[src/bitmap_rank_sparse_store_defines.svh]
// ----------------------------------------------------------------------------
// Assertion macros for the bitmap rank sparse store
// Shared shorthand for the concurrent checks in the RTL.
// ----------------------------------------------------------------------------
`ifndef BITMAP_RANK_SPARSE_STORE_DEFINES_SVH
`define BITMAP_RANK_SPARSE_STORE_DEFINES_SVH

// same-cycle implication, disabled in reset
`define BRS_ASSERT_IMP(lbl, clk, rstn, ante, cons, msg) \
    lbl: assert property (@(posedge clk) disable iff (!rstn) (ante) |-> (cons)) \
        else $error(msg);

// next-cycle implication, disabled in reset
`define BRS_ASSERT_NXT(lbl, clk, rstn, ante, cons, msg) \
    lbl: assert property (@(posedge clk) disable iff (!rstn) (ante) |=> (cons)) \
        else $error(msg);

`endif

[src/brs_pkg.sv]
// ----------------------------------------------------------------------------
// brs_pkg
// Types, op codes and helpers shared by the sparse store modules.
// ----------------------------------------------------------------------------
package brs_pkg;

    localparam int MAP_WORDS_DEF = 64;
    localparam int CODE_BITS_DEF = 32;

    localparam int OP_W    = 2;
    localparam int KEY_W   = 12;
    localparam int CODE_W  = 32;
    localparam int SLOT_W  = 13;
    localparam int POP_W   = 7;

    // op codes
    localparam logic [OP_W-1:0] OP_QUERY = 2'd0;
    localparam logic [OP_W-1:0] OP_SET   = 2'd1;
    localparam logic [OP_W-1:0] OP_CLEAR = 2'd2;
    localparam logic [OP_W-1:0] OP_RSVD  = 2'd3;

    // input word
    typedef struct packed {
        logic [OP_W-1:0]   op;
        logic [KEY_W-1:0]  edge_key;
        logic [CODE_W-1:0] payload_code;
    } t_in;

    // result word
    typedef struct packed {
        logic              present;
        logic [SLOT_W-1:0] dense_slot;
        logic [CODE_W-1:0] stored_code;
    } t_out;

    // controller to datapath commands
    typedef struct packed {
        logic load;
        logic pop_en;
        logic slot_en;
        logic res_en;
        logic write_hit;
        logic mark;
        logic bump_start;
        logic bump_step;
        logic shift_start;
        logic shift_step;
        logic insert;
        logic clr_start;
        logic clr_step;
    } t_dp_cmd;

    // datapath to controller status
    typedef struct packed {
        logic [OP_W-1:0] op;
        logic in_map;
        logic hit;
        logic full;
        logic bump_none;
        logic idx_last;
        logic shift_none;
        logic shift_last;
    } t_dp_sts;

    // population count of a 64-bit word
    function automatic logic [POP_W-1:0] popcount64(input logic [63:0] v);
        logic [63:0]      a;
        logic [63:0]      b;
        logic [63:0]      c;
        logic [POP_W-1:0] s;
        a = v - ((v >> 1) & 64'h5555_5555_5555_5555);
        b = (a & 64'h3333_3333_3333_3333) + ((a >> 2) & 64'h3333_3333_3333_3333);
        c = (b + (b >> 4)) & 64'h0F0F_0F0F_0F0F_0F0F;
        s = '0;
        for (int k = 0; k < 8; k++) begin
            s = s + POP_W'(c[8*k +: 8]);
        end
        return s;
    endfunction

endpackage

[src/brs_ctrl.sv]
// ----------------------------------------------------------------------------
// brs_ctrl
// Sequencer: lookup, rank bump sweep, entry shift sweep and clear sweep.
// ----------------------------------------------------------------------------
`include "bitmap_rank_sparse_store_defines.svh"

module brs_ctrl (
    input  logic                           i_clk,
    input  logic                           i_rst_n,
    input  logic                           i_start,
    input  logic [brs_pkg::OP_W-1:0]       i_op,
    input  brs_pkg::t_dp_sts               i_sts,
    output brs_pkg::t_dp_cmd               o_cmd,
    output logic                           o_busy,
    output logic                           o_valid
);

    typedef enum logic [2:0] {
        S_CLR,
        S_IDLE,
        S_MAP,
        S_RANK,
        S_CODE,
        S_BUMP,
        S_SHIFT,
        S_INSERT
    } t_state;

    t_state r_state;
    logic   r_emit;
    logic   r_valid;
    logic   hit_set;
    logic   ins;

    assign hit_set = (i_sts.op == brs_pkg::OP_SET) && i_sts.in_map && i_sts.hit;
    assign ins     = (i_sts.op == brs_pkg::OP_SET) && i_sts.in_map && !i_sts.hit &&
                     !i_sts.full;

    // command decode
    always_comb begin
        o_cmd = '0;
        unique case (r_state)
            S_CLR: begin
                o_cmd.clr_step = 1'b1;
            end
            S_IDLE: begin
                if (i_start) begin
                    o_cmd.load      = 1'b1;
                    o_cmd.clr_start = (i_op == brs_pkg::OP_CLEAR);
                end
            end
            S_MAP: begin
                o_cmd.pop_en = 1'b1;
            end
            S_RANK: begin
                o_cmd.slot_en = 1'b1;
            end
            S_CODE: begin
                o_cmd.res_en = 1'b1;
                if (hit_set) begin
                    o_cmd.write_hit = 1'b1;
                end else if (ins) begin
                    o_cmd.mark        = 1'b1;
                    o_cmd.bump_start  = !i_sts.bump_none;
                    o_cmd.shift_start = i_sts.bump_none;
                end
            end
            S_BUMP: begin
                o_cmd.bump_step   = 1'b1;
                o_cmd.shift_start = i_sts.idx_last;
            end
            S_SHIFT: begin
                o_cmd.shift_step = 1'b1;
            end
            S_INSERT: begin
                o_cmd.insert = 1'b1;
            end
            default: begin
                o_cmd = '0;
            end
        endcase
    end

    // state and result strobe
    always_ff @(posedge i_clk) begin
        if (!i_rst_n) begin
            r_state <= S_CLR;
            r_emit  <= 1'b0;
            r_valid <= 1'b0;
        end else begin
            r_valid <= 1'b0;
            unique case (r_state)
                S_CLR: begin
                    if (i_sts.idx_last) begin
                        r_state <= S_IDLE;
                        r_valid <= r_emit;
                    end
                end
                S_IDLE: begin
                    if (i_start) begin
                        unique case (i_op) inside
                            brs_pkg::OP_QUERY, brs_pkg::OP_SET: begin
                                r_state <= S_MAP;
                            end
                            brs_pkg::OP_CLEAR: begin
                                r_state <= S_CLR;
                                r_emit  <= 1'b1;
                            end
                            default: begin
                                r_valid <= 1'b1;
                            end
                        endcase
                    end
                end
                S_MAP: begin
                    r_state <= S_RANK;
                end
                S_RANK: begin
                    r_state <= S_CODE;
                end
                S_CODE: begin
                    if (ins) begin
                        if (!i_sts.bump_none) begin
                            r_state <= S_BUMP;
                        end else if (i_sts.shift_none) begin
                            r_state <= S_INSERT;
                        end else begin
                            r_state <= S_SHIFT;
                        end
                    end else begin
                        r_state <= S_IDLE;
                        r_valid <= 1'b1;
                    end
                end
                S_BUMP: begin
                    if (i_sts.idx_last) begin
                        r_state <= i_sts.shift_none ? S_INSERT : S_SHIFT;
                    end
                end
                S_SHIFT: begin
                    if (i_sts.shift_last) begin
                        r_state <= S_INSERT;
                    end
                end
                S_INSERT: begin
                    r_state <= S_IDLE;
                    r_valid <= 1'b1;
                end
                default: begin
                    r_state <= S_IDLE;
                end
            endcase
        end
    end

    assign o_busy  = (r_state != S_IDLE);
    assign o_valid = r_valid;

    // checks
    `BRS_ASSERT_IMP(a_valid_in_idle, i_clk, i_rst_n, o_valid, r_state == S_IDLE,
                    "result strobe outside idle")
    `BRS_ASSERT_NXT(a_lookup_busy, i_clk, i_rst_n,
                    i_start && !o_busy && (i_op == brs_pkg::OP_QUERY ||
                    i_op == brs_pkg::OP_SET), o_busy && !o_valid,
                    "lookup did not start")
    `BRS_ASSERT_IMP(a_insert_room, i_clk, i_rst_n, r_state == S_INSERT, !i_sts.full,
                    "insert into a full store")
    `BRS_ASSERT_IMP(a_shift_absent, i_clk, i_rst_n, r_state == S_SHIFT,
                    i_sts.in_map && !i_sts.hit, "shift for a present key")

endmodule

[config.mk]
export PLATFORM = sky130hd
export DESIGN_NAME = brs_ctrl
export DESIGN_NICKNAME = d
export VERILOG_FILES = /design/src/brs_pkg.sv /design/src/brs_ctrl.sv
export VERILOG_INCLUDE_DIRS = /design/src /design/src/src
export SDC_FILE = /design/constraint.sdc
export NUM_CORES = 1
export LEC_CHECK = 0
export ABC_AREA = 1
export BUFFER_PORTS_ARGS = -buffer_cell sky130_fd_sc_hd__clkbuf_2
export CAP_MARGIN = 30
export CORE_AREA = 2 2 39 41
export DETAILED_ROUTE_END_ITERATION = 10
export DIE_AREA = 0 0 41 43
export GPL_TIMING_DRIVEN = 0
export PLACE_DENSITY = 0.64
export SLEW_MARGIN = 20
export SYNTH_ARGS = -nofsm -noshare
export SYNTH_HDL_FRONTEND = slang
export SYNTH_SLANG_ARGS = --single-unit
[constraint.sdc]
create_clock -name i_clk -period 2.5 [get_ports i_clk]
set_input_delay 0 -clock i_clk [delete_from_list [all_inputs] [get_ports i_clk]]
set_output_delay 0 -clock i_clk [all_outputs]
set_load 0.01 [all_outputs]
==> results.json <==
{
  "vias_per_cell": 4.32,
  "grt_pass1_vias": 451,
  "relSlewSlack_pct": 78.9,
  "path_max_fanout": 9,
  "synthSimpleGateAreaFrac_pct": 48.6,
  "first_iter_violations": 6,
  "syn_area_per_cell_sq_um": 5.62,
  "setup_viol": 0,
  "cts_resized": 0,
  "die_w_um": 41,
  "crit_arrival_ns": 1.30,
  "synth_commonest_cells": "inv_1 (15), nand2_1 (14), nor2_1 (13)",
  "clock_sinks": 5,
  "fin_crit_ns": 1.30,
  "yosysUniqueCellTypes": 17,
  "synthesis.area_sq_um": 455,
  "grt_usage_pct": 13.8,
  "ys_async_sr_fraction_pct": 0,
  "p_leak_nw": 0.419,
  "regArea_sq_um": 100,
  "ys_ff_latch": 5,
  "ctsHtreeMaxLevel": 1,
  "cts_tree": "done",
  "postCtsSetupRepairBufs": 0,
  "vias": 557,
  "multiInputGateArea_sq_um": 258,
  "synthAdderAreaFrac_pct": 0,
  "portBuffers": 28,
  "drc_errors": 0,
  "holdBufCountCts": 0,
  "post_layout_nonfiller_instances": 129,
  "area_growth_pct": 40.9,
  "synthCells": 81,
  "crit_required_ns": 2.50,
  "hold_violations": 0,
  "final_max_slew_viol_count": 0,
  "synth_compound_area_share_pct": 7.97,
  "clockBufferDepth": 2,
  "vdd_drop_max_uv": 211,
  "end_kind": "output port",
  "fmax_mhz": 767,
  "synth_top_flop_cell": "dfxtp_1",
  "antenna_cells": 0,
  "synth_top_area_share_pct": 22.0,
  "std_cell_rows": 14,
  "post_drt_wl_per_cell_um": 8.75,
  "routed_wl_mm": 1.13,
  "clk_pin_slew_ns": 0.05,
  "place_congestion": 0.736,
  "clock_latency_ns": 0.25,
  "antenna_found_initial": 0,
  "fillerInstances": 166,
  "pwr_density_cell_nw_per_um2": 441,
  "ios": 29,
  "synth_edf_count": 0,
  "design.core.area_sq_um": 1380,
  "grt_pass1_wl_mm": 1.70,
  "fin_tns_setup_ns": 0,
  "ys_top_cells_by_area": "dfxtp_1 (22%), inv_1 (12%), nand2_1 (12%), nor2_1 (11%), nand3_1 (7.7%)",
  "rsz0062_at_grt": "false",
  "worstMarginPinSlew_ns": 0.316,
  "synth_warnings": 0,
  "dpl.hpwl_um": 939,
  "die_height_um": 43,
  "clockRootBuffer": "clkbuf_4",
  "worstHoldPathType": "input pin to flip-flop",
  "start_kind": "flip-flop",
  "drtAntennaViolNets": 0,
  "synth-xor-area-share_pct": 0,
  "drtPass1Iterations": 6,
  "synth_top_area_cell": "dfxtp_1",
  "crit_type": "flip-flop to output port",
  "synth_top_family_by_area": "simple AND/OR/NAND/NOR gates",
  "fin_crit_sh_pct": 52.1,
  "ys_seq_area_share_pct": 22.0,
  "cap_violations": 0,
  "fin_nets": 128,
  "start_util_pct": 32.9,
  "status": "completed",
  "yosysMostFrequentCell": "inv_1",
  "dp.cells": 125,
  "syn_nets": 95,
  "cts_made_buffers": 3,
  "grt_overflow": 0,
  "die-area_sq_um": 1760,
  "drive_gt1_share_pct": 43.4,
  "skew_ns": 0.00606,
  "synth_mux_area_share_pct": 0,
  "grt_max_degree": 10
}
[critical path, stage by stage, from the launching register on]
cell	delay (ns)
dfxtp_1	0.30
buf_6	0.13
nor2_2	0.15
nand2_2	0.09
inv_2	0.06
nand2_2	0.05
inv_2	0.05
nand2_1	0.05
inv_2	0.06
clkbuf_2	0.12
[routing by layer]
layer  global-route usage, %  wire length [um]  vias up
met5                       0                 0        -
met4                    4.00                 0        0
met3                    4.71                80        0
met2                    22.2               537       20
met1                    16.5               512      228
li1                        -                 -      309
[registers in the layout, indices dropped and copies added (netlist names)]
name / flops
o_valid: 1
r_emit: 1
r_state: 3
[power breakdown]
part           switching (mW)  total, mW  internal, mW
registers             0.00909     0.0948        0.0857
logic                  0.0546     0.0925        0.0378
clock network          0.0351     0.0956        0.0605
[layout make-up]
cell class | instances | area share (%)
clock buffer | 4 | 4.09
inverter | 23 | 13.5
buffer | 1 | 1.75
multi-input combinational | 52 | 40.2
tap | 16 | 3.12
timing repair buffer | 28 | 21.8
sequential | 5 | 15.6
[path summary, 6_finish.rpt]
kind                   start          to  slack, ns  cells after the start
setup / recovery  r_state[2]    o_cmd[1]       1.20                      9
hold / removal       i_rst_n  r_state[0]       0.02                      3
setup reg to reg  r_state[0]  r_state[0]       1.30                      7
hold reg to reg       r_emit      r_emit       0.47                      2
[kinds of logic (layout without fill, tap and decap cells)]
family | count (synthesis) | in the layout
buffers and inverters | 24 | 56
and+or+nand+nor | 46 | 46
DFF | 5 | 5
AOI/OAI and AO/OA | 6 | 6
[per-stage QoR]
| stage | total power, mW | utilization [%] | worst slack [ns] | area (sq um) | hold WS, ns |
|---|---|---|---|---|---|
| CTS | 0.285 | 46.4 | 1.19 | 642 | 0.0185 |
| global placement | 0.187 | 44.5 | 1.34 | 616 | 0.265 |
| detailed placement | 0.189 | 44.5 | 1.33 | 616 | 0.269 |
| finish | 0.283 | 46.4 | 1.20 | 642 | 0.0165 |
| floorplan | 0.156 | - | 1.40 | 455 | 0.0544 |
| global route | 0.304 | 46.4 | 1.10 | 642 | 0.0248 |
[layout by cell type, fill, tap and decap left out, types with 3 or more instances in the layout]
cell,instances
nand2_1,14
nor2_1,13
nor2_2,3
clkbuf_4,3
clkbuf_2,28
nand3_1,7
nand3_2,3
nand2_2,3
dfxtp_1,5
inv_2,8
inv_1,15
No activity file was read; power rests on OpenSTA's default activity.
